$ cat config.mk
export PLATFORM = sky130hd
export DESIGN_NAME = patterned_line_rasterizer
export DESIGN_NICKNAME = d
export VERILOG_FILES = /design/src/hdl/plr_pkg.sv /design/src/hdl/plr_stamp.sv /design/src/hdl/patterned_line_rasterizer.sv
export SDC_FILE = /design/constraint.sdc
export NUM_CORES = 1
export LEC_CHECK = 0
export BUFFER_PORTS_ARGS = -buffer_cell sky130_fd_sc_hd__clkbuf_2
export CAP_MARGIN = 20
export CORE_AREA = 2 2 203 205
export CTS_BUF_LIST = sky130_fd_sc_hd__clkbuf_4
export DETAILED_ROUTE_END_ITERATION = 12
export DIE_AREA = 0 0 205 207
export HOLD_SLACK_MARGIN = 0.03
export PLACE_DENSITY_LB_ADDON = 0.08
export SLEW_MARGIN = 30
export SYNTH_ARGS = -nofsm -noshare
export SYNTH_HDL_FRONTEND = slang
export SYNTH_HIERARCHICAL = 1
export SYNTH_SLANG_ARGS = --single-unit
$ cat constraint.sdc
create_clock -name clk -period 9.1 [get_ports clk]
set_input_delay 0.455 -clock clk [delete_from_list [all_inputs] [get_ports clk]]
set_output_delay 0.455 -clock clk [all_outputs]
set_load 0.01 [all_outputs]
$ cat src/hdl/plr_pkg.sv
// Shared types, constants and brush tables for the patterned line rasterizer.
// Used by plr_stamp, patterned_line_rasterizer and plr_checker; no dependencies.
`timescale 1ns / 1ps

package plr_pkg;

  localparam int COORD_BITS_DEF = 10;
  localparam int GRID_MAX_DEF   = 512;

  localparam int CFG_W   = 10;  // widest configuration register
  localparam int PIX_W   = 9;   // pixel_col / pixel_row width
  localparam int BRUSH_W = 3;
  localparam int OUT_W   = 24;  // two pixel fields, padded to whole bytes
  localparam int IDX_W   = 4;   // brush slot index, up to eight neighbours plus centre

  localparam logic [15:0] GRID_COLS_RST = 16'd16;
  localparam logic [15:0] GRID_ROWS_RST = 16'd16;

  // Input kinds carried on tuser
  localparam logic OP_BEGIN = 1'b0;
  localparam logic OP_STEP  = 1'b1;

  // Configuration register indexes
  localparam logic [1:0] CFG_GRID_COLUMNS = 2'd0;
  localparam logic [1:0] CFG_GRID_ROWS    = 2'd1;
  localparam logic [1:0] CFG_OFFSET_X     = 2'd2;
  localparam logic [1:0] CFG_OFFSET_Y     = 2'd3;

  // Brush codes
  localparam logic [BRUSH_W-1:0] BRUSH_HORIZ  = 3'd1;
  localparam logic [BRUSH_W-1:0] BRUSH_VERT   = 3'd2;
  localparam logic [BRUSH_W-1:0] BRUSH_CROSS  = 3'd3;
  localparam logic [BRUSH_W-1:0] BRUSH_SQUARE = 3'd4;

  typedef enum logic [1:0] {
    OCT_SHALLOW_UP   = 2'd0,
    OCT_STEEP_UP     = 2'd1,
    OCT_SHALLOW_DOWN = 2'd2,
    OCT_STEEP_DOWN   = 2'd3
  } oct_t;

  typedef enum logic [2:0] {
    ST_IDLE,
    ST_SWAP,
    ST_SETUP,
    ST_ADVANCE,
    ST_LAUNCH,
    ST_STAMP
  } line_state_t;

  typedef enum logic [1:0] {
    SP_IDLE,
    SP_RUN,
    SP_FLUSH
  } stamp_state_t;

  typedef struct packed {
    logic signed [1:0] dx;
    logic signed [1:0] dy;
  } brush_off_t;

  typedef struct packed {
    logic               start;
    logic [BRUSH_W-1:0] kind;
    logic               line_end;
  } stamp_ctl_t;

  typedef struct packed {
    logic busy;
  } stamp_stat_t;

  // Number of neighbour pixels stamped before the centre
  function automatic logic [IDX_W-1:0] brush_count(input logic [BRUSH_W-1:0] kind);
    logic [IDX_W-1:0] n;
    unique case (kind)
      BRUSH_HORIZ:  n = 4'd2;
      BRUSH_VERT:   n = 4'd2;
      BRUSH_CROSS:  n = 4'd4;
      BRUSH_SQUARE: n = 4'd8;
      default:      n = 4'd0;
    endcase
    return n;
  endfunction

  function automatic brush_off_t mk_off(input int x, input int y);
    brush_off_t o;
    o.dx = 2'(x);
    o.dy = 2'(y);
    return o;
  endfunction

  // Offset of slot idx; slots past the brush are the centre
  function automatic brush_off_t brush_offset(input logic [BRUSH_W-1:0] kind,
                                              input logic [IDX_W-1:0]   idx);
    brush_off_t o;
    o = mk_off(0, 0);
    unique case (kind)
      BRUSH_HORIZ: begin
        if (idx == 4'd0) o = mk_off(-1, 0);
        else if (idx == 4'd1) o = mk_off(1, 0);
      end
      BRUSH_VERT: begin
        if (idx == 4'd0) o = mk_off(0, -1);
        else if (idx == 4'd1) o = mk_off(0, 1);
      end
      BRUSH_CROSS: begin
        unique case (idx)
          4'd0:    o = mk_off(0, -1);
          4'd1:    o = mk_off(0, 1);
          4'd2:    o = mk_off(-1, 0);
          4'd3:    o = mk_off(1, 0);
          default: o = mk_off(0, 0);
        endcase
      end
      BRUSH_SQUARE: begin
        unique case (idx)
          4'd0:    o = mk_off(-1, -1);
          4'd1:    o = mk_off(0, -1);
          4'd2:    o = mk_off(1, -1);
          4'd3:    o = mk_off(-1, 0);
          4'd4:    o = mk_off(1, 0);
          4'd5:    o = mk_off(0, 1);
          4'd6:    o = mk_off(-1, 1);
          4'd7:    o = mk_off(1, 1);
          default: o = mk_off(0, 0);
        endcase
      end
      default: o = mk_off(0, 0);
    endcase
    return o;
  endfunction

endpackage

$ cat src/hdl/plr_stamp.sv
// Brush stamper: walks the brush slots of one line point through a single
// offset-add and grid-clip unit, one slot per cycle while the output does not stall. Depends on plr_pkg.
`timescale 1ns / 1ps

module plr_stamp #(
  parameter int COORD_BITS = plr_pkg::COORD_BITS_DEF,
  parameter int GRID_MAX   = plr_pkg::GRID_MAX_DEF,
  parameter int POS_W      = COORD_BITS + 6
) (
  input  logic                              clk,
  input  logic                              rst,
  input  plr_pkg::stamp_ctl_t               ctl,
  output plr_pkg::stamp_stat_t              stat,
  input  logic signed [POS_W-1:0]           pos_x,
  input  logic signed [POS_W-1:0]           pos_y,
  input  logic [plr_pkg::CFG_W-1:0]         grid_columns,
  input  logic [plr_pkg::CFG_W-1:0]         grid_rows,
  input  logic signed [plr_pkg::CFG_W-1:0]  offset_x,
  input  logic signed [plr_pkg::CFG_W-1:0]  offset_y,
  output logic                              m_axis_tvalid,
  input  logic                              m_axis_tready,
  output logic [plr_pkg::OUT_W-1:0]         m_axis_tdata,  // pixel_col, pixel_row
  output logic                              m_axis_tlast,  // last_of_point
  output logic                              m_axis_tuser   // last_of_line
);
  import plr_pkg::*;

  localparam int SUM_W = (POS_W + 2 > 17) ? POS_W + 2 : 17;

  stamp_state_t st, st_next;

  logic [IDX_W-1:0]        idx;
  logic [IDX_W-1:0]        cnt;
  logic [BRUSH_W-1:0]      kind;
  logic                    line_end;
  logic signed [POS_W-1:0] px, py;

  logic             pend_valid;
  logic [PIX_W-1:0] pend_col, pend_row;

  logic             out_valid, out_last, out_line;
  logic [PIX_W-1:0] out_col, out_row;

  brush_off_t              off;
  logic signed [1:0]       odx, ody;
  logic signed [SUM_W-1:0] col, row, ncols, nrows, gmax, gcols, grows;
  logic                    hit, out_free, step_ok, last_slot;
  logic                    out_load, out_load_last, pend_load, pend_clear;

  // Shared offset-add and clip unit
  always_comb begin
    off   = brush_offset(kind, idx);
    odx   = off.dx;
    ody   = off.dy;
    col   = SUM_W'(px) + SUM_W'(odx) + SUM_W'(offset_x);
    row   = SUM_W'(py) + SUM_W'(ody) + SUM_W'(offset_y);
    gmax  = SUM_W'(GRID_MAX);
    gcols = SUM_W'({1'b0, grid_columns});
    grows = SUM_W'({1'b0, grid_rows});
    ncols = (gcols > gmax) ? gmax : gcols;
    nrows = (grows > gmax) ? gmax : grows;
    hit   = !col[SUM_W-1] && !row[SUM_W-1] && (col < ncols) && (row < nrows);
    cnt   = brush_count(kind);
    last_slot = (idx == cnt);
  end

  always_comb begin
    st_next = st;
    unique case (st)
      SP_IDLE:  if (ctl.start) st_next = SP_RUN;
      SP_RUN:   if (step_ok && last_slot) st_next = SP_FLUSH;
      SP_FLUSH: if (!pend_valid || out_free) st_next = SP_IDLE;
      default:  st_next = SP_IDLE;
    endcase
  end

  // One pixel waits in the pending slot until the next hit or the end of
  // the point shows whether it is the last one
  always_comb begin
    out_free      = !out_valid || m_axis_tready;
    step_ok       = 1'b0;
    out_load      = 1'b0;
    out_load_last = 1'b0;
    pend_load     = 1'b0;
    pend_clear    = 1'b0;
    unique case (st)
      SP_RUN: begin
        step_ok   = !(hit && pend_valid && !out_free);
        out_load  = step_ok && hit && pend_valid;
        pend_load = step_ok && hit;
      end
      SP_FLUSH: begin
        out_load      = pend_valid && out_free;
        out_load_last = 1'b1;
        pend_clear    = 1'b1;
      end
      default: ;
    endcase
  end

  always_ff @(posedge clk) begin
    if (rst) begin
      st         <= SP_IDLE;
      idx        <= '0;
      pend_valid <= 1'b0;
      out_valid  <= 1'b0;
    end else begin
      st <= st_next;
      if (st == SP_IDLE && ctl.start) begin
        idx      <= '0;
        kind     <= ctl.kind;
        line_end <= ctl.line_end;
        px       <= pos_x;
        py       <= pos_y;
      end else if (st == SP_RUN && step_ok) begin
        idx <= idx + 1'b1;
      end

      if (pend_load) begin
        pend_valid <= 1'b1;
        pend_col   <= col[PIX_W-1:0];
        pend_row   <= row[PIX_W-1:0];
      end else if (pend_clear && out_free) begin
        pend_valid <= 1'b0;
      end

      if (out_load) begin
        out_valid <= 1'b1;
        out_col   <= pend_col;
        out_row   <= pend_row;
        out_last  <= out_load_last;
        out_line  <= line_end;
      end else if (m_axis_tready) begin
        out_valid <= 1'b0;
      end
    end
  end

  assign stat.busy     = (st != SP_IDLE);
  assign m_axis_tvalid = out_valid;
  assign m_axis_tdata  = {(OUT_W - 2 * PIX_W)'(0), out_row, out_col};
  assign m_axis_tlast  = out_last;
  assign m_axis_tuser  = out_line;

endmodule

$ cat src/hdl/patterned_line_rasterizer.sv
// Top level of the patterned line rasterizer: line setup, midpoint stepping,
// grid configuration and the stream ports. Depends on plr_pkg and plr_stamp.
`timescale 1ns / 1ps

// A begin transfer (tuser low) loads two endpoints and a brush, then passes
// through the swap and setup states; it produces no pixels. A step transfer
// (tuser high) moves to the next line point (the start point on the first
// step) and streams the brush pixels followed by the centre, dropping any
// that land off the grid; tlast marks the last pixel sent for the point,
// tuser marks every pixel of the line's final point. A point has n brush
// slots, n being the brush size plus one (1, 3, 5 or 9), and one offset-add
// and clip unit handles one brush slot per cycle while the output does not
// stall. A step with no line loaded is taken and produces no pixels. The
// pixel output is registered, so a new item is taken while the last pixel of
// the previous one still waits to be transferred.

module patterned_line_rasterizer #(
  parameter int COORD_BITS = plr_pkg::COORD_BITS_DEF,
  parameter int GRID_MAX   = plr_pkg::GRID_MAX_DEF,
  parameter int IN_W       = ((4 * COORD_BITS + plr_pkg::BRUSH_W + 7) / 8) * 8
) (
  input  logic                          clk,
  input  logic                          rst,
  input  logic                          s_axis_tvalid,
  output logic                          s_axis_tready,
  input  logic [IN_W-1:0]               s_axis_tdata,  // x_start, y_start, x_end, y_end, brush
  input  logic                          s_axis_tuser,  // op
  output logic                          m_axis_tvalid,
  input  logic                          m_axis_tready,
  output logic [plr_pkg::OUT_W-1:0]     m_axis_tdata,  // pixel_col, pixel_row
  output logic                          m_axis_tlast,  // last_of_point
  output logic                          m_axis_tuser,  // last_of_line
  input  logic                          cfg_we,
  input  logic [1:0]                    cfg_index,
  input  logic [plr_pkg::CFG_W-1:0]     cfg_data
);
  import plr_pkg::*;

  localparam int CB    = COORD_BITS;
  localparam int POS_W = COORD_BITS + 6;

  line_state_t state, state_next;

  logic [CFG_W-1:0]        grid_columns, grid_rows;
  logic signed [CFG_W-1:0] offset_x, offset_y;

  logic signed [POS_W-1:0] cur_x, cur_y, stop_x, stop_y;
  logic signed [POS_W-1:0] dx_r, dy_r;
  logic signed [POS_W-1:0] decision, step_inc_a, step_inc_b;
  oct_t                    octant_case;
  logic [BRUSH_W-1:0]      brush_kind;
  logic                    line_active, first_point;

  logic                    in_fire, op_begin;
  logic signed [POS_W-1:0] in_xs, in_ys, in_xe, in_ye;
  logic                    swap;
  logic signed [POS_W-1:0] ady, dx2, dy2;
  logic                    steep;
  oct_t                    oct_sel;
  logic signed [POS_W-1:0] init_d, init_a, init_b;
  logic                    use_a, move_x;
  logic signed [1:0]       move_y;
  logic signed [POS_W-1:0] dec_sum;
  logic                    line_done;

  stamp_ctl_t  sctl;
  stamp_stat_t sstat;

  assign in_fire  = s_axis_tvalid && s_axis_tready;
  assign op_begin = (s_axis_tuser == OP_BEGIN);
  assign in_xs = POS_W'(signed'(s_axis_tdata[CB-1:0]));
  assign in_ys = POS_W'(signed'(s_axis_tdata[2*CB-1:CB]));
  assign in_xe = POS_W'(signed'(s_axis_tdata[3*CB-1:2*CB]));
  assign in_ye = POS_W'(signed'(s_axis_tdata[4*CB-1:3*CB]));

  // Octant selection and starting decision terms
  always_comb begin
    swap  = cur_x > stop_x;
    ady   = dy_r[POS_W-1] ? -dy_r : dy_r;
    steep = dx_r < ady;
    dx2   = dx_r <<< 1;
    dy2   = dy_r <<< 1;
    unique case ({dy_r[POS_W-1], steep})
      2'b00:   oct_sel = OCT_SHALLOW_UP;
      2'b01:   oct_sel = OCT_STEEP_UP;
      2'b10:   oct_sel = OCT_SHALLOW_DOWN;
      default: oct_sel = OCT_STEEP_DOWN;
    endcase
    unique case (oct_sel)
      OCT_SHALLOW_UP: begin
        init_d = dy2 - dx_r;  init_a = dy2;  init_b = dy2 - dx2;
      end
      OCT_STEEP_UP: begin
        init_d = dy_r - dx2;  init_a = -dx2; init_b = dy2 - dx2;
      end
      OCT_SHALLOW_DOWN: begin
        init_d = dy2 + dx_r;  init_a = dy2;  init_b = dy2 + dx2;
      end
      default: begin
        init_d = dy_r + dx2;  init_a = dx2;  init_b = dx2 + dy2;
      end
    endcase
  end

  // Midpoint step decision
  always_comb begin
    unique case (octant_case)
      OCT_SHALLOW_UP: begin
        use_a = (decision <= 0); move_x = 1'b1;  move_y = use_a ? 2'sd0 : 2'sd1;
      end
      OCT_STEEP_UP: begin
        use_a = (decision > 0);  move_x = !use_a; move_y = 2'sd1;
      end
      OCT_SHALLOW_DOWN: begin
        use_a = (decision > 0);  move_x = 1'b1;  move_y = use_a ? 2'sd0 : -2'sd1;
      end
      default: begin
        use_a = (decision < 0);  move_x = !use_a; move_y = -2'sd1;
      end
    endcase
    dec_sum = decision + (use_a ? step_inc_a : step_inc_b);
    unique case (octant_case)
      OCT_STEEP_UP:   line_done = (cur_y >= stop_y);
      OCT_STEEP_DOWN: line_done = (cur_y <= stop_y);
      default:        line_done = (cur_x >= stop_x);
    endcase
  end

  always_comb begin
    state_next = state;
    unique case (state)
      ST_IDLE: begin
        if (s_axis_tvalid) begin
          if (op_begin) state_next = ST_SWAP;
          else if (line_active) state_next = first_point ? ST_LAUNCH : ST_ADVANCE;
        end
      end
      ST_SWAP:    state_next = ST_SETUP;
      ST_SETUP:   state_next = ST_IDLE;
      ST_ADVANCE: state_next = ST_LAUNCH;
      ST_LAUNCH:  state_next = ST_STAMP;
      ST_STAMP:   if (!sstat.busy) state_next = ST_IDLE;
      default:    state_next = ST_IDLE;
    endcase
  end

  always_comb begin
    s_axis_tready = (state == ST_IDLE);
    sctl.start    = (state == ST_LAUNCH);
    sctl.kind     = brush_kind;
    sctl.line_end = line_done;
  end

  always_ff @(posedge clk) begin
    if (rst) begin
      state        <= ST_IDLE;
      line_active  <= 1'b0;
      first_point  <= 1'b0;
      grid_columns <= GRID_COLS_RST[CFG_W-1:0];
      grid_rows    <= GRID_ROWS_RST[CFG_W-1:0];
      offset_x     <= '0;
      offset_y     <= '0;
      cur_x        <= '0;
      cur_y        <= '0;
      stop_x       <= '0;
      stop_y       <= '0;
      decision     <= '0;
      step_inc_a   <= '0;
      step_inc_b   <= '0;
      octant_case  <= OCT_SHALLOW_UP;
      brush_kind   <= '0;
    end else begin
      state <= state_next;

      if (cfg_we) begin
        unique case (cfg_index)
          CFG_GRID_COLUMNS: grid_columns <= cfg_data;
          CFG_GRID_ROWS:    grid_rows    <= cfg_data;
          CFG_OFFSET_X:     offset_x     <= cfg_data;
          CFG_OFFSET_Y:     offset_y     <= cfg_data;
          default: ;
        endcase
      end

      unique case (state)
        ST_IDLE: begin
          if (in_fire && op_begin) begin
            cur_x       <= in_xs;
            cur_y       <= in_ys;
            stop_x      <= in_xe;
            stop_y      <= in_ye;
            brush_kind  <= s_axis_tdata[4*CB+BRUSH_W-1:4*CB];
            line_active <= 1'b0;
          end
        end
        ST_SWAP: begin
          // order the endpoints so the column rises
          if (swap) begin
            cur_x  <= stop_x;
            cur_y  <= stop_y;
            stop_x <= cur_x;
            stop_y <= cur_y;
            dx_r   <= cur_x - stop_x;
            dy_r   <= cur_y - stop_y;
          end else begin
            dx_r <= stop_x - cur_x;
            dy_r <= stop_y - cur_y;
          end
        end
        ST_SETUP: begin
          octant_case <= oct_sel;
          decision    <= init_d;
          step_inc_a  <= init_a;
          step_inc_b  <= init_b;
          line_active <= 1'b1;
          first_point <= 1'b1;
        end
        ST_ADVANCE: begin
          decision <= dec_sum;
          cur_x    <= cur_x + POS_W'(move_x);
          cur_y    <= cur_y + POS_W'(move_y);
        end
        ST_LAUNCH: begin
          first_point <= 1'b0;
          if (line_done) line_active <= 1'b0;
        end
        default: ;
      endcase
    end
  end

  plr_stamp #(
    .COORD_BITS (COORD_BITS),
    .GRID_MAX   (GRID_MAX),
    .POS_W      (POS_W)
  ) u_stamp (
    .clk           (clk),
    .rst           (rst),
    .ctl           (sctl),
    .stat          (sstat),
    .pos_x         (cur_x),
    .pos_y         (cur_y),
    .grid_columns  (grid_columns),
    .grid_rows     (grid_rows),
    .offset_x      (offset_x),
    .offset_y      (offset_y),
    .m_axis_tvalid (m_axis_tvalid),
    .m_axis_tready (m_axis_tready),
    .m_axis_tdata  (m_axis_tdata),
    .m_axis_tlast  (m_axis_tlast),
    .m_axis_tuser  (m_axis_tuser)
  );

endmodule

Word level (Yosys, flattened, before mapping)
Memories as Yosys holds them, arrays and structs flattened. A register that Yosys moved wholly into a read port is not among the register bits.
Index checks and enable logic that the tools add are counted.
Widths: inputs -> output; s select.
- magnitude comparators: 12
- equality and inequality tests: 34
- mux-type cells: 61
- reductions and logical operators: 59
- bitwise operators: 2
- add/sub/neg operators: 20
- operator list (operator ; number):
    $mux 16 ; 13
    $pmux 16 s3 ; 3
    $pmux 16 s2 ; 4
    $sub 16x16->16 ; 7
    $add 16x16->16 ; 4
    $add 17x10->18 ; 2
    $lt 18x18->1 ; 2
    $add 16x2->17 ; 2
    $ge 16x16->1 ; 2
    $neg 16->16 ; 2
    $pmux 4 s4 ; 2
    $mux 3 ; 8
    $gt 10x10->1 const B ; 2
    $mux 10 ; 2
    $pmux 2 s3 ; 3
    $reduce_and 2->1 ; 9
    $add 16x1->16 ; 1
    $add 16x2->16 ; 1
    $gt 16x1->1 const B ; 1
    $gt 16x16->1 ; 1
    $le 16x1->1 const B ; 1
    $le 16x16->1 ; 1
    $lt 16x1->1 const B ; 1
    $lt 16x16->1 ; 1
    30 further kinds ; 113
- memories: 1
- input bits: 66
- bits in read-only memories: 32
- bits in registers: 276
- memories (name ; depth ; width ; read ports ; clocked after Yosys merged registers in ; wr ports ; RTL line ; text):
    (no name shown) ; 8 ; 4 ; 1 ; 1 ; 0 ; plr_pkg.sv:116 ; unique case (idx)

Longest topological paths before layout
Gate-level depths: netlist (run 1).
- word-level depth: 17
- mapped depth: 29
- mapped depth without buffers: 29

Cells and area by module
Netlist (run 1), hierarchy kept.
- modules (own cells, without submodules) (module ; area an instance (µm²) ; sequential area each (µm²) ; cells an instance ; instances):
    patterned_line_rasterizer ; 16125.5 ; 4164.0 ; 2050 ; 1
    plr_stamp ; 6143.4 ; 2462.4 ; 548 ; 1

Worst setup path before layout (run 1)
OpenSTA, ideal clock, no wires.
- kind: register -> register
- start: reg u_stamp.kind[2]
- end: reg u_stamp.out_last, in the netlist u_stamp/m_axis_tlast, enable pin
- buffers on the path: 0
- required time: 8.695 ns
- stages on the path, launching flop included: 26
- arrival: 6.109 ns
- library setup time: 0.405 ns
- path slack: 2.586 ns
- period minus slack after synthesis: 6.514 ns
- path through: edfxtp_1 nand2b_1 nor3_1 a22oi_1 nor2_1 a31oi_1 inv_1 fa_1 ha_1 fa_1 a21oi_1 o21ai_0 a21oi_1 nor2b_1 o21ai_0 nor2b_1 xnor2_1 ha_1 a2111oi_2 nand4_1 a221oi_2 o2111ai_1 nor4_2 nand2_1 nand4bb_1 a21oi_1
- cells in the longest elaborated chain, start to end: 15
- elaborated cells between the ends (all ways): 23
- those cells by class: add/sub: 4; order compare: 2; eq/ne: 4; mux: 2; reduce/logical: 11
- RTL lines (element ; RTL line ; text):
    start: declaration ; plr_stamp.sv:34 ; logic [BRUSH_W-1:0] kind;
    start signal: assignment ; plr_stamp.sv:111 ; kind <= ctl.kind;
    $eq 3x3->1, or another cell as far along ; plr_pkg.sv:97 ; unique case (kind)
    $pmux 4 s4 * ; plr_pkg.sv:97 ;
    branches (longest 5 deep; another with $add 17x10->18) ; n/a ;
    $logic_and 1x1->1 * ; plr_stamp.sv:62 ; hit = !col[SUM_W-1] && !row[SUM_W-1] && (col < ncols) && (row < nrows);
    $logic_and 1x1->1 (2 in a row) ; plr_stamp.sv:88 ; step_ok = !(hit && pend_valid && !out_free);
    $logic_not 1->1 ; plr_stamp.sv:88 ;
    $logic_and 1x1->1 * (2 in a row) ; plr_stamp.sv:89 ; out_load = step_ok && hit && pend_valid;
    $pmux 1 s2 * ; plr_stamp.sv:86 ; unique case (st)
    $reduce_and 2->1 (no line) * ; n/a ;
    end signal: assignment ; plr_stamp.sv:131 ; out_last <= out_load_last;
    end: declaration ; plr_stamp.sv:41 ; logic out_valid, out_last, out_line;
Every way passes the cells marked *.
A chain may end at the register's enable or synchronous reset.

Worst setup path in the final report (run 1)
- start: reg u_stamp.idx[0]
- end: reg u_stamp.pend_row[6], enable pin
- cells in the longest elaborated chain, start to end: 16
- elaborated cells between the ends (all ways): 27
- those cells by class: add/sub: 4; order compare: 2; eq/ne: 3; mux: 7; reduce/logical: 11
- RTL lines (element ; RTL line ; text):
    start: declaration ; plr_stamp.sv:32 ; logic [IDX_W-1:0] idx;
    start signal: assignment ; plr_stamp.sv:116 ; idx <= idx + 1'b1;
    $eq 4x1->1 ; plr_pkg.sv:100, plr_pkg.sv:104, plr_pkg.sv:107 ;
    $mux 3 or $mux 1 (tied branches) ; plr_pkg.sv:100, plr_pkg.sv:104 ;
    $mux 4, on equally long branches ; plr_pkg.sv:99, plr_pkg.sv:103 ;
    $pmux 4 s4 * ; plr_pkg.sv:97 ;
    branches (longest 5 deep; another with $add 17x10->18) ; n/a ;
    $logic_and 1x1->1 * ; plr_stamp.sv:62 ;
    $logic_and 1x1->1 (2 in a row) ; plr_stamp.sv:88 ;
    $logic_not 1->1 ; plr_stamp.sv:88 ;
    $logic_and 1x1->1 * ; plr_stamp.sv:90 ; pend_load = step_ok && hit;
    $mux 1 * ; plr_stamp.sv:86 ;
    $reduce_and 2->1 (no line) * ; n/a ;
    end signal: assignment ; plr_stamp.sv:122 ; pend_row <= row[PIX_W-1:0];
    end: declaration ; plr_stamp.sv:39 ; logic [PIX_W-1:0] pend_col, pend_row;
Marks and branches as above.

==> run metrics, run 1 <==
FMAX 139.5 MHz; post-synth top area cell dfxtp_1; CP startpoint kind register; hpwl dp 47630 um; Synth Register Bits 278; status complete, no violations; Synth Warn # 6; post-synthesis average cell area 8.572 um2; endpoints failing hold 0; core area 0.04037 mm2; Overall Global Routing Usage 29.70%; commonest register cell after synthesis dfxtp_1; count of clock tree sinks 278; worst hold slack 94.24 ps; cell family with most CP delay simple AND/OR/NAND/NOR gates; Skew-Pair Late Insertion Delay 760 ps; setup bufs post-CTS 0; number of synthesized flops with an enable pin 106; register area 0.006628 mm2; largest buffer count on any clock path 3; Root Buffer clkbuf_4; Die ar. 0.04244 mm2; Via density 6.019; clock-pin slew on the worst setup and hold paths 60 ps; Slowest cell on crit path and4bb_2; num rows 74; initial antenna violation count 3; chip height 207 um; CTS Buf Count 81; share of cells above drive strength 1 11.03%; CTS H-Tree Depth 3; WP data arrival 7540 ps; main area contributors after synthesis dfxtp_1 (15%), edfxtp_1 (14%), ha_1 (13%), a21oi_1 (5.4%), xnor2_1 (4.6%); antenna-violating nets left 0; critical path class register to register; Hold Path Class input pin to register; top cells by count, synth nand2_1 (268), a21oi_1 (240), ha_1 (230); Setup Skew 38.52 ps; Critical Path Fanout Max 19; first-pass GRT wire length 100600 um; Ports 94; Tmin final 7170 ps; Slew Limit Fails 0; Required @ worst endpoint 9470 ps; number of global-route vias before repair 18.94k; port bufs 82; # DRC 0; 1st-iter DRT viols 1582; crit end category register; CP dominant cell by count ha_1; Post-Route WL 63830 um; post-CTS sizing 0; Congestion Overflow GR 0; DR pass1 iterations 5; Avg WL per Cell 19.28 um; TritonCTS clock tree done; post-synthesis instance area 0.02227 mm2; Worst Path Buf+Inv 2; Layout Nets 3049; period utilization 78.79%; final setup vio count 0; async set or reset register ratio after synthesis 0%; largest net degree at the start of global routing 69; area share of the largest cell type after synthesis 15.46%; Die Width 205 um; fill count 3673; synthesis-to-finish area growth 10.10%; RSZ-0062 raised after global routing false; worst slew margin relative to its limit 34.06%; Post-Layout Cell Count 3310; most frequent cell after synthesis nand2_1; Max Cap Viol 0; Post-Place Cells 3116; via count 19.92k; initial core utilization 55.16%; gpl congestion 0.9306; Worst-Margin Slew 989.1 ps; sequential share of the synthesized area 29.76%; Sum Neg Setup Slack 0 ps; footprint of the multi-input gates 0.01457 mm2; synth unique cells 103; Crit path largest cell delay 770 ps; Post-Syn Instances 2598
==> placed cells by master (no fill, tap or decap), types with 19 or more instances in the layout <==
master	n
inv_1	164
ha_1	230
a31oi_1	24
dfxtp_1	171
clkbuf_4	114
nand4_1	19
nor3_1	44
a211oi_1	88
xor2_1	47
a21o_1	36
xnor2_1	117
edfxtp_1	106
nor2_1	220
clkbuf_2	81
dlygate4sd3_1	41
and3_1	25
nand3_1	53
a311oi_1	21
clkinv_1	26
o211ai_1	47
nand2_1	268
nand2b_1	27
fa_1	44
o21ai_0	110
mux2i_1	47
buf_4	23
nor2b_1	23
a21oi_1	239
==> metal layers <==
metal  track usage (%)  routed length, um  up-vias
li1                  -                  -     9670
met1             41.61              28810     9455
met2             46.47              28730      693
met3             4.909               4584      102
met4             9.948               1691        2
met5                 0                 13        -
==> stage by stage <==
stage | setup slack, ps | util [%] | area [um2]
floorplan | 2586 | - | 22290
global placement | 1904 | 57.11 | 23050
detailed placement | 1939 | 57.13 | 23060
CTS | 1905 | 60.63 | 24480
global route | 1480 | 60.73 | 24520
finish | 1930 | 60.74 | 24520
==> sequential cells by signal (all words and copies together) (netlist names), 10 cells and up, named ones only <==
name and count:
stop_y 16, dy_r 16, cur_y 16, dx_r 16, grid_rows 10, stop_x 16
offset_y 10, offset_x 10, grid_columns 10, u_stamp/px 16, step_inc_b 15, decision 16
cur_x 16, step_inc_a 15, u_stamp/py 16
==> worst register-to-register path: stages, from the launching register on <==
cell and delay [ps]:
dfxtp_1 440, inv_1 130, ha_1 250, a22oi_1 160, nor2_1 60, a31oi_1 380, inv_1 450, fa_1 550
ha_1 230, fa_1 480, a21oi_1 160, o21ai_0 150, a21oi_1 310, nor2b_1 80, o21ai_0 140, nor2b_1 170
xnor2_1 90, ha_1 210, a2111oi_2 290, nand4_1 150, a221oi_2 200, o2111ai_1 160, nor4_2 350, nand2_1 80
nand4bb_1 360, and4bb_2 770
==> cell families (layout without fill, tap and decap cells) <==
kind of cell / after synthesis / in the layout / share of synthesized area, %
AO/OA/AOI/OAI: 734 / 734 / 21.84
XOR/XNOR: 164 / 164 / 6.450
adder cells (fa/ha/maj): 274 / 274 / 16.88
buffers and inverters: 291 / 463 / 5.197
flip-flops: 278 / 278 / 29.76
multiplexers: 64 / 64 / 3.023
other: 1 / 9 / 0.01684
AND/OR/NAND/NOR: 792 / 792 / 16.84
==> final timing paths <==
check	depth (start not counted)	from	to	slack, ps
worst max-delay path	25	u_stamp/idx[0]	u_stamp/pend_row[6]	1930
worst min-delay path	3	s_axis_tuser	state[1]	90
worst max register to register	25	u_stamp/idx[0]	u_stamp/pend_row[6]	1930
worst min register to register	0	u_stamp/pend_row[8]	u_stamp/out_row[8]	420
==> final cells by class <==
class,instances,share of cell area [%]
Antenna cell,3,0.03062
Clock buffer,114,3.491
Clock inverter,35,0.6073
Inverter,168,2.572
Multi-Input combinational cell,2034,59.41
Sequential cell,278,27.03
Tap cell,532,2.715
Timing Repair Buffer,146,4.144
==> timing repair <==
item | in CTS | in global routing
setup endpoints to repair | 0 | 0
hold buffers | 41 | 0
endpoints found under the hold margin | 65 | 0
Power of run 1 is left out: the tool's default activity adds up to more than one toggle a clock period on the data nets, which glitch-free logic cannot reach.
==> run 2, diff against run 1 <==
Clock period 9.1 ns to 6.65 ns, I/O delays scaled along.
==> run 2 against run 1 <==
- fmax rose by 13%
- hold slack better by 5.6 ps
- flip-flop and latch count is the same
- worst setup slack lost 1600 ps
- critical endpoint is now u_stamp/pend_col[2]
- via count rose by 0.52%
- first-iteration DRC count fell by 5.7%
- register-to-register slack lost 1600 ps
- global-route usage grew 0.75 points
- clock skew up 4.0 ps
- clock-buffer cell count increased by 1
- highest routed layer is now met4
==> run metrics, run 2 (synthesized netlist as in run 1, its figures left out) <==
synthesis-to-finish area growth 11.28%; Crit path largest cell delay 430 ps; status complete, no violations; Setup Skew 42.51 ps; Required @ worst endpoint 7130 ps; setup ws final 321.1 ps; critical path class register to register; largest net degree at the start of global routing 90; TritonCTS clock tree done; first-pass GRT wire length 102800 um; final setup vio count 0; most common cell after layout, fill and taps aside nand2_1; Avg WL per Cell 19.36 um; Max Cap Viol 0; clock-pin slew on the worst setup and hold paths 60 ps; CTS Buf Count 77; via count 20.03k; initial core utilization 55.16%; 1st-iter DRT viols 1492; Tmin final 6329 ps; endpoints failing hold 0; CP startpoint kind register; number of global-route vias before repair 19.14k; Worst-Margin Slew 964.5 ps; initial antenna violation count 3; num rows 74; Via density 6.019; count of clock tree sinks 278; Post-Route WL 64400 um; gpl congestion 0.9210; crit end category register; Slew Limit Fails 0; period utilization 95.17%; Slowest cell on crit path fa_1; core area 0.04037 mm2; worst slew margin relative to its limit 35.63%; Skew-Pair Late Insertion Delay 820 ps; Layout Nets 3070; Die Width 205 um; hpwl dp 47790 um; antenna-violating nets left 0; share of cells above drive strength 1 11.47%; DP Worst Slack 137.0 ps; Critical Path Fanout Max 19; Ports 94; Hold Path Class input pin to register; Root Buffer clkbuf_4; final core occ 61.39%; # DRC 0; FMAX 158.0 MHz; commonest non-fill, non-tap cells in the layout nand2_1 (267), a21oi_1 (238), ha_1 (230); chip height 207 um; port bufs 82; Die ar. 0.04244 mm2; DR pass1 iterations 8; Overall Global Routing Usage 30.45%; largest buffer count on any clock path 3; WP data arrival 6810 ps; Congestion Overflow GR 0; CTS H-Tree Depth 3
## run 2: cell type report
| class | count | area (um2) |
|---|---|---|
| fill | 3647 | 15590 |
| multi-input combinational | 2034 | 14590 |
| sequential | 278 | 6629 |
| timing repair buffer | 171 | 1249 |
| clock buffer | 115 | 863.3 |
| tap | 532 | 665.6 |
| inverter | 168 | 630.6 |
| clock inverter | 23 | 143.9 |
| antenna | 6 | 15.01 |
## run 2: path summary, 6_finish.rpt
| kind | startpoint | end | slack, ps | cells after the start |
|---|---|---|---|---|
| worst max-delay path | u_stamp/kind[0] | u_stamp/pend_col[2] | 320 | 25 |
| worst min register to register | u_stamp/pend_col[2] | u_stamp/out_col[2] | 420 | 0 |
| worst min-delay path | cfg_we | grid_columns[4] | 100 | 4 |
| worst max register to register | u_stamp/kind[0] | u_stamp/pend_col[2] | 320 | 25 |
## run 2: critical path: cells and delay by family (launching register included)
family	cells	cell delay, ps
compound gates	7	1710
xor+xnor	1	190
fa+ha+maj	4	1200
buf+inv	3	450
flops	1	420
simple gates	10	2030
## run 2: through the flow
stage | instance area, um2 | hold slack (ps) | instances | setup TNS (ps)
6_report | 24780 | 99.86 | 3327 | 0
4_1_cts | 24680 | 63.65 | 3318 | 0
2_1_floorplan | 22290 | 400.3 | 2603 | 0
3_5_place_dp | 23120 | 404.5 | 3125 | 0
3_3_place_gp | 23120 | 402.1 | 3125 | 0
5_1_grt | 24780 | 59.98 | 3326 | -4.258
## run 2: metal layers
layer	track usage, %	share of wire (%)
met1	42.83	46
met2	46.09	44
met3	6.812	7.5
met4	10.30	3.1
met5	0	0
## run 2: timing repair
item                                    in CTS  in global routing
endpoints found under the hold margin       89                  9
gates resized for setup                      0                  9
hold buffers                                55                  1
endpoints found under the setup margin       0                 44
buffers inserted                             0                  1
Power of run 2 is left out for the same reason.
==> run 3, diff against run 2 <==
Settings changed: CORE_AREA 2 2 203 205 to 2 2 221 223, DIE_AREA 0 0 205 207 to 0 0 223 225.
==> run 3 against run 2 <==
- die area grew 18%
- clock skew increased by 20 ps
- worst setup slack better by 160 ps
- first-iteration DRC count increased by 3.8%
- non-clock buffer count increased by 23
- hold slack improved by 5.2 ps
- routed wire length rose by 4.3%
- largest cell class unchanged
- fmax increased by 2.6%
- cell count rose by 3.3%
==> run metrics, run 3 (synthesized netlist as in run 1, its figures left out) <==
Skew-Pair Late Insertion Delay 830 ps; FMAX 162.1 MHz; Hold Path Class input pin to register; status complete, no violations; CTS Buf Count 80; Required @ worst endpoint 7360 ps; via count 19.88k; hpwl dp 50870 um; CTS H-Tree Depth 3; largest buffer count on any clock path 3; Ports 94; chip height 225 um; Max Cap Viol 0; count of clock tree sinks 278; antenna-violating nets left 0; core area 0.04755 mm2; Worst-Margin Slew 972.8 ps; gpl congestion 0.9143; commonest non-fill, non-tap cells in the layout nand2_1 (267), a21oi_1 (238), ha_1 (230); Setup Skew 63.00 ps; Worst Path Buf+Inv 2; Via density 5.786; cell family with most CP delay simple AND/OR/NAND/NOR gates; endpoints failing hold 0; DR pass1 iterations 5; share of cells above drive strength 1 12.20%; initial core utilization 46.84%; num rows 80; Post-Route WL 67160 um; worst hold slack 105.1 ps; Layout Nets 3096; Tmin final 6170 ps; period utilization 92.79%; reg-to-reg slack, setup 480 ps; largest net degree at the start of global routing 76; Die ar. 0.05018 mm2; # DRC 0; Critical Path Fanout Max 5; WP data arrival 6880 ps; Crit path largest cell delay 460 ps; final core occ 52.87%; port bufs 82; Root Buffer clkbuf_4; Slowest cell on crit path fa_1; RSZ-0062 raised after global routing false; clock-pin slew on the worst setup and hold paths 70 ps; most common cell after layout, fill and taps aside nand2_1; Avg WL per Cell 19.55 um; number of global-route vias before repair 19.11k; Overall Global Routing Usage 26.48%; crit end category register; 1st-iter DRT viols 1548; Slew Limit Fails 0; first-pass GRT wire length 105000 um; Congestion Overflow GR 0; CP startpoint kind register; CP dominant cell by count ha_1; Die Width 223 um; final setup vio count 0; worst slew margin relative to its limit 35.04%; synthesis-to-finish area growth 12.88%; initial antenna violation count 3; critical path class register to register; Sum Neg Setup Slack 0 ps; TritonCTS clock tree done
run 3: cell count changes in the layout (fill, tap and decap cells not counted), moves of 2 or more:
cell / previous run / this run
buf_4: 31 / 45
clkbuf_4: 115 / 124
dlygate4sd3_1: 56 / 65
clkinv_1: 19 / 15
diode_2: 6 / 2
inv_6: 0 / 3
inv_2: 3 / 1
run 3: worst paths after layout:
| kind | from | endpoint | cells after the start |
|---|---|---|---|
| worst max-delay path | u_stamp/kind[0] | register | 27 |
| worst min register to register | u_stamp/pend_row[4] | u_stamp/out_row[4] | 0 |
| worst min-delay path | cfg_we | grid_columns[4] | 4 |
| worst max register to register | u_stamp/kind[0] | register | 27 |
run 3: repair_timing:
item | CTS | global route
resized for setup | 0 | 8
setup endpoints to repair | 0 | 44
buffers inserted | 0 | 8
endpoints found under the hold margin | 89 | 0
hold buffers | 65 | 0
run 3: cell type report:
| type | count | area [um2] |
|---|---|---|
| Antenna cell | 2 | 5.005 |
| Clock inverter | 21 | 132.6 |
| Clock buffer | 124 | 930.9 |
| Inverter | 168 | 630.6 |
| Tap cell | 615 | 769.5 |
| Sequential cell | 278 | 6629 |
| Timing Repair Buffer | 194 | 1453 |
| Fill cell | 4488 | 22410 |
| Multi-Input combinational cell | 2034 | 14590 |
run 3: stage by stage:
stage / instance area, um2 / worst slack [ps] / std cells
floorplan: 22290 / 136.1 / 2603
CTS: 25010 / 136.2 / 3425
finish: 25140 / 479.7 / 3436
global placement: 23280 / 362.9 / 3214
global route: 25140 / 3.886 / 3435
detailed placement: 23290 / 231.7 / 3215
run 3: tightest hold or removal path, cell delays in order:
cell	delay, ps
clkbuf_2	140
nor3b_4	230
mux2i_1	130
nand2_1	60
run 3: layer usage:
metal / vias to the layer above / wire (um) / GRT usage [%]
met5: - / 0 / 0
met4: 0 / 1325 / 7.859
met3: 99 / 3871 / 4.003
met2: 595 / 29790 / 42.16
met1: 9420 / 32170 / 37.18
li1: 9767 / - / -
Power of run 3 is left out for the same reason.
